[config.mk]
export PLATFORM = sky130hd
export DESIGN_NAME = sensor_line_correct_core
export DESIGN_NICKNAME = d
export VERILOG_FILES = /design/src/sv/slc_pkg.sv /design/src/sv/slc_div.sv /design/src/sv/slc_datapath.sv /design/src/sv/slc_ctrl.sv /design/src/sv/sensor_line_correct_core.sv
export SDC_FILE = /design/constraint.sdc
export NUM_CORES = 2
export LEC_CHECK = 0
export BUFFER_PORTS_ARGS = -buffer_cell sky130_fd_sc_hd__buf_2
export CAP_MARGIN = 40
export CORE_ASPECT_RATIO = 2
export CORE_MARGIN = 4
export CORE_UTILIZATION = 40
export CTS_CLUSTER_SIZE = 24
export DETAILED_ROUTE_END_ITERATION = 8
export GPL_TIMING_DRIVEN = 0
export PLACE_DENSITY_LB_ADDON = 0.1
export SKIP_CTS_REPAIR_TIMING = 1
export SLEW_MARGIN = 10
export SYNTH_ARGS = -nofsm -noshare
export SYNTH_HDL_FRONTEND = slang
export SYNTH_HIERARCHICAL = 1
export SYNTH_SLANG_ARGS = --single-unit
[constraint.sdc]
create_clock -name clk -period 22.5 [get_ports clk]
set_clock_uncertainty 0.2 [all_clocks]
set_input_delay 4.5 -clock clk [delete_from_list [all_inputs] [get_ports clk]]
set_output_delay 4.5 -clock clk [all_outputs]
set_load 0.01 [all_outputs]
[src/sv/slc_pkg.sv]
// ----------------------------------------------------------------------------
// slc_pkg
// Shared widths, constants and controller/datapath interface types for the
// sensor line correction core.
// ----------------------------------------------------------------------------
package slc_pkg;

    localparam int SAMPLE_W   = 16;
    localparam int OUT_W      = 14;
    localparam int CH_W       = 2;
    localparam int LW_W       = 15;
    localparam int PIX_W      = 14;
    localparam int SUM_W      = 28;
    localparam int MAX_WIDTH  = 16384;
    localparam int DIV_BITS   = SUM_W + 2;
    localparam int DIV_CNT_W  = $clog2(DIV_BITS + 1);
    localparam int NUM_CH     = 3;

    localparam logic [LW_W-1:0]     LW_RESET = LW_W'(1024);
    localparam logic [LW_W-1:0]     LW_MAX   = LW_W'(MAX_WIDTH);
    localparam logic [OUT_W-1:0]    OUT_MAX  = 14'h3FFF;
    localparam logic [SAMPLE_W-1:0] U16_MAX  = 16'hFFFF;

    localparam logic [CH_W-1:0] CH_RED   = 2'd0;
    localparam logic [CH_W-1:0] CH_GREEN = 2'd1;
    localparam logic [CH_W-1:0] CH_BLUE  = 2'd2;

    typedef struct packed {
        logic load;
        logic mult;
        logic commit;
        logic div_start;
    } slc_cmd_t;

    typedef struct packed {
        logic out_busy;
        logic line_end;
        logic div_busy;
        logic div_done;
    } slc_status_t;

endpackage

[src/sv/slc_div.sv]
// ----------------------------------------------------------------------------
// slc_div
// Restoring radix-2 divider, one quotient bit per cycle, for the line-end
// smear average.
// ----------------------------------------------------------------------------
module slc_div (
    input  logic                       clk,
    input  logic                       rst_n,
    input  logic                       start,
    input  logic [slc_pkg::DIV_BITS-1:0] dividend,
    input  logic [slc_pkg::LW_W-1:0]   divisor,
    output logic                       busy,
    output logic                       done,
    output logic [slc_pkg::DIV_BITS-1:0] quotient
);
    import slc_pkg::*;

    logic [LW_W-1:0]      rem_reg, rem_next;
    logic [DIV_BITS-1:0]  quo_reg, quo_next;
    logic [LW_W-1:0]      dvs_reg;
    logic [DIV_CNT_W-1:0] cnt_reg;
    logic                 done_reg;
    logic [LW_W:0]        trial;
    logic                 fits;

    assign busy     = (cnt_reg != '0);
    assign done     = done_reg;
    assign quotient = quo_reg;

    always_comb
    begin
        trial    = {rem_reg, quo_reg[DIV_BITS-1]};
        fits     = (trial >= {1'b0, dvs_reg});
        rem_next = fits ? LW_W'(trial - {1'b0, dvs_reg}) : trial[LW_W-1:0];
        quo_next = {quo_reg[DIV_BITS-2:0], fits};
    end

    always_ff @(posedge clk or negedge rst_n)
    begin
        if (!rst_n)
        begin
            cnt_reg  <= '0;
            done_reg <= 1'b0;
        end
        else
        begin
            done_reg <= busy && (cnt_reg == DIV_CNT_W'(1));
            if (start)
                cnt_reg <= DIV_CNT_W'(DIV_BITS);
            else if (busy)
                cnt_reg <= cnt_reg - DIV_CNT_W'(1);
        end
    end

    always_ff @(posedge clk)
    begin
        if (start)
        begin
            rem_reg <= '0;
            quo_reg <= dividend;
            dvs_reg <= divisor;
        end
        else if (busy)
        begin
            rem_reg <= rem_next;
            quo_reg <= quo_next;
        end
    end

endmodule

[src/sv/slc_datapath.sv]
// ----------------------------------------------------------------------------
// slc_datapath
// Dark/smear subtraction, gain multiply, clamp, per-channel line sums and
// smear level update through the shared divider.
// ----------------------------------------------------------------------------
module slc_datapath (
    input  logic                          clk,
    input  logic                          rst_n,
    input  logic                          cfg_wr_en,
    input  logic [slc_pkg::LW_W-1:0]      cfg_wr_data,
    input  logic [slc_pkg::SAMPLE_W-1:0]  raw_sample,
    input  logic [slc_pkg::SAMPLE_W-1:0]  dark_level,
    input  logic [slc_pkg::SAMPLE_W-1:0]  smear_factor,
    input  logic [slc_pkg::SAMPLE_W-1:0]  gain_factor,
    input  logic                          out_stall,
    input  slc_pkg::slc_cmd_t             cmd,
    output slc_pkg::slc_status_t          status,
    output logic                          out_valid,
    output logic [slc_pkg::OUT_W-1:0]     corrected,
    output logic [slc_pkg::CH_W-1:0]      channel,
    output logic                          line_done
);
    import slc_pkg::*;

    logic [LW_W-1:0]     line_width_reg;
    logic [SAMPLE_W-1:0] smear_level_reg [NUM_CH];
    logic [SUM_W-1:0]    line_sum_reg [NUM_CH];
    logic [CH_W-1:0]     channel_count_reg;
    logic [PIX_W-1:0]    pixel_count_reg;

    logic [SAMPLE_W-1:0] diff_reg;
    logic [SAMPLE_W-1:0] smsub_reg;
    logic [SAMPLE_W-1:0] gain_reg;
    logic [SAMPLE_W-1:0] vprod_reg;
    logic [CH_W-1:0]     ch_reg;

    logic                out_valid_reg;
    logic [OUT_W-1:0]    corrected_reg;
    logic [CH_W-1:0]     channel_reg;
    logic                line_done_reg;

    logic [CH_W-1:0]       ch_sel;
    logic [SAMPLE_W-1:0]   smear_sel;
    logic [2*SAMPLE_W-1:0] smear_prod;
    logic [SAMPLE_W-1:0]   sig;
    logic [2*SAMPLE_W-1:0] gain_prod;
    logic [OUT_W-1:0]      v;
    logic [LW_W-1:0]       eff_w;
    logic                  line_end;
    logic                  div_busy, div_done;
    logic [DIV_BITS-1:0]   div_quo;
    logic [SAMPLE_W-1:0]   new_level;

    always_comb
    begin
        ch_sel = (channel_count_reg > CH_BLUE) ? CH_RED : channel_count_reg;
        case (ch_sel)
            CH_GREEN: smear_sel = smear_level_reg[1];
            CH_BLUE:  smear_sel = smear_level_reg[2];
            default:  smear_sel = smear_level_reg[0];
        endcase
        smear_prod = smear_sel * smear_factor;

        sig       = (diff_reg > smsub_reg) ? (diff_reg - smsub_reg) : '0;
        gain_prod = sig * gain_reg;

        v = (vprod_reg[SAMPLE_W-1:OUT_W] != '0) ? OUT_MAX : vprod_reg[OUT_W-1:0];

        if (line_width_reg == '0)
            eff_w = LW_W'(1);
        else if (line_width_reg > LW_MAX)
            eff_w = LW_MAX;
        else
            eff_w = line_width_reg;

        line_end = (ch_reg == CH_BLUE) &&
                   (({1'b0, pixel_count_reg} + LW_W'(1)) >= eff_w);

        new_level = (div_quo[DIV_BITS-1:SAMPLE_W] != '0) ? U16_MAX
                                                         : div_quo[SAMPLE_W-1:0];
    end

    // Division always works on slot 0; slots rotate down after each result,
    // so three passes leave the new levels in order and the sums cleared.
    slc_div u_div (
        .clk      (clk),
        .rst_n    (rst_n),
        .start    (cmd.div_start),
        .dividend ({line_sum_reg[0], 2'b00}),
        .divisor  (eff_w),
        .busy     (div_busy),
        .done     (div_done),
        .quotient (div_quo)
    );

    assign status.out_busy = out_valid_reg && out_stall;
    assign status.line_end = line_end;
    assign status.div_busy = div_busy;
    assign status.div_done = div_done;

    assign out_valid = out_valid_reg;
    assign corrected = corrected_reg;
    assign channel   = channel_reg;
    assign line_done = line_done_reg;

    always_ff @(posedge clk or negedge rst_n)
    begin
        if (!rst_n)
        begin
            line_width_reg    <= LW_RESET;
            channel_count_reg <= CH_RED;
            pixel_count_reg   <= '0;
            out_valid_reg     <= 1'b0;
            for (int i = 0; i < NUM_CH; i++)
            begin
                smear_level_reg[i] <= '0;
                line_sum_reg[i]    <= '0;
            end
        end
        else
        begin
            if (cfg_wr_en)
                line_width_reg <= cfg_wr_data;

            if (cmd.commit)
                out_valid_reg <= 1'b1;
            else if (out_valid_reg && !out_stall)
                out_valid_reg <= 1'b0;

            if (cmd.commit)
            begin
                case (ch_reg)
                    CH_GREEN: line_sum_reg[1] <= line_sum_reg[1] + SUM_W'(v);
                    CH_BLUE:  line_sum_reg[2] <= line_sum_reg[2] + SUM_W'(v);
                    default:  line_sum_reg[0] <= line_sum_reg[0] + SUM_W'(v);
                endcase
                if (ch_reg == CH_BLUE)
                begin
                    channel_count_reg <= CH_RED;
                    pixel_count_reg   <= line_end ? '0 : pixel_count_reg + PIX_W'(1);
                end
                else
                begin
                    channel_count_reg <= ch_reg + CH_W'(1);
                end
            end
            else if (div_done)
            begin
                line_sum_reg[0]    <= line_sum_reg[1];
                line_sum_reg[1]    <= line_sum_reg[2];
                line_sum_reg[2]    <= '0;
                smear_level_reg[0] <= smear_level_reg[1];
                smear_level_reg[1] <= smear_level_reg[2];
                smear_level_reg[2] <= new_level;
            end
        end
    end

    always_ff @(posedge clk)
    begin
        if (cmd.load)
        begin
            diff_reg  <= (raw_sample > dark_level) ? (raw_sample - dark_level) : '0;
            smsub_reg <= smear_prod[2*SAMPLE_W-1:SAMPLE_W];
            gain_reg  <= gain_factor;
            ch_reg    <= ch_sel;
        end
        if (cmd.mult)
            vprod_reg <= gain_prod[2*SAMPLE_W-1:SAMPLE_W];
        if (cmd.commit)
        begin
            corrected_reg <= v;
            channel_reg   <= ch_reg;
            line_done_reg <= line_end;
        end
    end

endmodule

[src/sv/slc_ctrl.sv]
// ----------------------------------------------------------------------------
// slc_ctrl
// Sequencer: sample load, multiply, commit to the output register, and the
// three line-end divisions.
// ----------------------------------------------------------------------------
module slc_ctrl (
    input  logic                 clk,
    input  logic                 rst_n,
    input  logic                 in_valid,
    output logic                 in_stall,
    input  slc_pkg::slc_status_t status,
    output slc_pkg::slc_cmd_t    cmd
);
    import slc_pkg::*;

    typedef enum logic [2:0] {
        ST_IDLE,
        ST_MULT,
        ST_COMMIT,
        ST_DIV_GO,
        ST_DIV_WAIT
    } state_t;

    state_t          state_reg;
    logic [CH_W-1:0] div_cnt_reg;

    always_comb
    begin
        cmd.load      = (state_reg == ST_IDLE) && in_valid;
        cmd.mult      = (state_reg == ST_MULT);
        cmd.commit    = (state_reg == ST_COMMIT) && !status.out_busy;
        cmd.div_start = (state_reg == ST_DIV_GO);
        in_stall      = (state_reg != ST_IDLE);
    end

    always_ff @(posedge clk or negedge rst_n)
    begin
        if (!rst_n)
        begin
            state_reg   <= ST_IDLE;
            div_cnt_reg <= CH_RED;
        end
        else
        begin
            case (state_reg)
                ST_IDLE:
                begin
                    if (in_valid)
                        state_reg <= ST_MULT;
                end
                ST_MULT:
                begin
                    state_reg <= ST_COMMIT;
                end
                ST_COMMIT:
                begin
                    if (!status.out_busy)
                    begin
                        div_cnt_reg <= CH_RED;
                        state_reg   <= status.line_end ? ST_DIV_GO : ST_IDLE;
                    end
                end
                ST_DIV_GO:
                begin
                    state_reg <= ST_DIV_WAIT;
                end
                ST_DIV_WAIT:
                begin
                    if (status.div_done)
                    begin
                        if (div_cnt_reg == CH_BLUE)
                            state_reg <= ST_IDLE;
                        else
                        begin
                            div_cnt_reg <= div_cnt_reg + CH_W'(1);
                            state_reg   <= ST_DIV_GO;
                        end
                    end
                end
                default:
                begin
                    state_reg <= ST_IDLE;
                end
            endcase
        end
    end

endmodule

[src/sv/sensor_line_correct_core.sv]
// ----------------------------------------------------------------------------
// sensor_line_correct_core
// Dark, smear and flat-field gain correction of an interleaved R,G,B line.
// ----------------------------------------------------------------------------
// Each sample is loaded with the smear multiply, gain-multiplied and then
// committed to the output register, and the next sample is taken on the cycle
// after commit, even while the previous result still waits. A commit waits
// only if the output register still holds an untaken result. After the blue
// sample that ends a line, the shared one-bit-per-cycle divider computes the
// three smear levels in turn before the first sample of the next line is
// taken. line_width must be written only while the block is idle; the block
// itself does not enforce this.
module sensor_line_correct_core (
    input  logic                          clk,
    input  logic                          rst_n,
    input  logic                          cfg_wr_en,
    input  logic [slc_pkg::LW_W-1:0]      cfg_wr_data,
    input  logic                          in_valid,
    output logic                          in_stall,
    input  logic [slc_pkg::SAMPLE_W-1:0]  raw_sample,
    input  logic [slc_pkg::SAMPLE_W-1:0]  dark_level,
    input  logic [slc_pkg::SAMPLE_W-1:0]  smear_factor,
    input  logic [slc_pkg::SAMPLE_W-1:0]  gain_factor,
    output logic                          out_valid,
    input  logic                          out_stall,
    output logic [slc_pkg::OUT_W-1:0]     corrected,
    output logic [slc_pkg::CH_W-1:0]      channel,
    output logic                          line_done
);
    import slc_pkg::*;

    slc_cmd_t    cmd;
    slc_status_t status;

    slc_ctrl u_ctrl (
        .clk      (clk),
        .rst_n    (rst_n),
        .in_valid (in_valid),
        .in_stall (in_stall),
        .status   (status),
        .cmd      (cmd)
    );

    slc_datapath u_datapath (
        .clk          (clk),
        .rst_n        (rst_n),
        .cfg_wr_en    (cfg_wr_en),
        .cfg_wr_data  (cfg_wr_data),
        .raw_sample   (raw_sample),
        .dark_level   (dark_level),
        .smear_factor (smear_factor),
        .gain_factor  (gain_factor),
        .out_stall    (out_stall),
        .cmd          (cmd),
        .status       (status),
        .out_valid    (out_valid),
        .corrected    (corrected),
        .channel      (channel),
        .line_done    (line_done)
    );

    // no new sample while the smear levels are being recomputed
    a_div_blocks_input: assert property (@(posedge clk) disable iff (!rst_n)
        status.div_busy |-> in_stall)
        else $error("sample accepted during smear division");

    // line end only ever falls on a blue sample
    a_line_done_blue: assert property (@(posedge clk) disable iff (!rst_n)
        (out_valid && line_done) |-> (channel == CH_BLUE))
        else $error("line end flagged on a non-blue sample");

    // one sample in flight at a time
    a_single_item: assert property (@(posedge clk) disable iff (!rst_n)
        (in_valid && !in_stall) |=> in_stall)
        else $error("second transfer accepted while a sample is in flight");

endmodule

==> results.toml <==
[min_path]
worstHoldPathType = "reg -> reg"
hold_end = "u_datapath/smear_level_reg[35]$_DFFE_PN0P_"
min_from = "u_datapath/smear_level_reg[35]$_DFFE_PN0P_"
holdPathStages = 2

[run]
max_cap_violations = 0

[global_route]
grt_usage_pct = 23.0
antenna_found_initial = 0
grt_overflow = 0
first_global_vias = 29000
grt_pass1_wl_mm = 164
grt_max_degree = 96

[synthesis]
syn_area_per_cell_um2 = 9.36
syn_inst = 3716
yosysWarnings = 6
syn-cell-area_um2 = 34800

[sta]
setup_tns_ns = 0
holdWs_ns = 0.273
period_needed_ns = 10.97
setup_viol = 0
max_freq_ghz = 0.0912
tightest_slew_ns = 0.947
maxSlewViolCount = 0
relSlewSlack_pct = 36.2
finalCritPeriodShare_pct = 48.7
rsz0062_at_grt = "no"
hold_violations = 0

[cells_and_area]
final_core_util_pct = 44.4
drive_gt1_share_pct = 7.69
nNetsFinal = 4669
largest_reg_flops = 84
syn2layout_area_growth_pct = 9.67

[routing]
drtAntennaViolNets = 0
drt-total-wl_mm = 105
avgRoutedWirePerCell_um = 20.8
drt_iter0_markers = 1261
via_count = 26800
vias_per_cell = 5.29
dr.pass1.iters = 5
drc = 0

[clock_network]
cts_tree = "done"
clkSinkCount = 318
clkSlewWorstSetupHoldPaths_ns = 0.06
cts_buffers = 35
root_buffer = "clkbuf_16"
clock_latency_ns = 0.57
htreeDepth = 2
clk_path_buf_depth = 3

[die]
core_um2 = 86000
pin_count = 103
initial_core_util_pct = 40.5
num_rows = 152
die_area_um2 = 92000
die_y_um = 425
die_x_um = 217

[place]
place_hpwl_mm = 86.7
port_buffers = 101
gp_congestion = 0.914

[critical_path]
required_ns = 22.59
worstPathCellList = "buf_2, clkbuf_1, nand2_1, fa_1, inv_1, fa_1, inv_1, fa_1, inv_1, fa_1, inv_1, fa_1, inv_1, fa_1, ha_1, a21oi_1, o211ai_1, a311oi_2, nor4_2, o211ai_1, o21ai_0, o41ai_1, xnor2_1"
worst-path-buf-inv = 7
critPathKind = "in -> reg"
crit_top_cell = "fa_1"
slowest_delay_ns = 0.56
reg2reg_depth = 27
regToRegEndpoint = "u_datapath/vprod_reg[15]$_DFFE_PP_"
worstPathArrival_ns = 11.05
crit_family = "adder cells"
cp-start-kind = "input pin"
cp_slowest_cell = "fa_1"
r2r_start = "u_datapath/diff_reg[1]$_SDFFCE_PP0P_"
cp_max_fo = 10
regToRegSetupSlack_ns = 13.29
crit_path_end_kind = "flip-flop"

[status]
status = "finished clean"
[cell type report]
| type | instances | area [um2] |
|---|---|---|
| Sequential cell | 318 | 8520 |
| Multi-Input combinational cell | 2686 | 23500 |
| Clock buffer | 45 | 966 |
| Fill cell | 8661 | 47800 |
| Tap cell | 1155 | 1450 |
| Timing Repair Buffer | 121 | 712 |
| Buffer | 147 | 612 |
| Clock inverter | 19 | 224 |
| Inverter | 566 | 2120 |
| Antenna cell | 1 | 2.50 |
[layer usage]
layer	track usage [%]	wire (um)	part of all wire, %
met1	23.0	36000	34
met2	46.2	59800	57
met4	12.3	6580	6.3
met3	2.01	2800	2.7
met5	0	0	0
[layout by cell type (no fill, tap or decap), drive strengths merged, types with 17 or more instances in the layout]
cell    instances
nand4          31
mux2i          22
dfrtp         174
xor2           43
mux2           50
nor3           50
o21a           25
fa            392
and2          199
a21oi         140
o21ai         110
a21o           42
clkbuf        163
inv           570
or3            25
nand2         526
xnor2          77
edfxtp        128
nand3          67
a211oi         35
a22oi          28
buf           149
o211ai         17
nor2          142
ha            318
nor2b          59
and3           45
[per-stage QoR]
step / setup slack [ns] / instance area [um2] / instances
after floorplan: 12.33 / 34800 / 3717
after global placement: 10.98 / 36700 / 4973
after detailed placement: 10.90 / 37000 / 4993
after CTS: 11.47 / 38100 / 5057
after global routing: 11.27 / 38100 / 5057
final: 11.53 / 38100 / 5058
[tightest hold or removal path: stages (launching register included)]
cell	delay, ns
dfrtp_1	0.34
nand2_1	0.05
nand2_1	0.05
[how the worst max path moves through the flow]
stage,startpoint,depth (start not counted),to,slack [ns]
2_1_floorplan,smear_factor[1],22,u_datapath/smsub_reg[12]$_DFFE_PP_,12.33
5_1_grt,smear_factor[1],23,u_datapath/smsub_reg[12]$_DFFE_PP_,11.27
4_1_cts,smear_factor[1],23,u_datapath/smsub_reg[12]$_DFFE_PP_,11.47
3_3_place_gp,smear_factor[1],23,u_datapath/smsub_reg[12]$_DFFE_PP_,10.98
6_report,smear_factor[1],23,u_datapath/smsub_reg[12]$_DFFE_PP_,11.53
3_5_place_dp,smear_factor[1],23,u_datapath/smsub_reg[12]$_DFFE_PP_,10.90
Power is left out: the tool's default activity adds up to more than one toggle a clock period on the data nets, which glitch-free logic cannot reach.
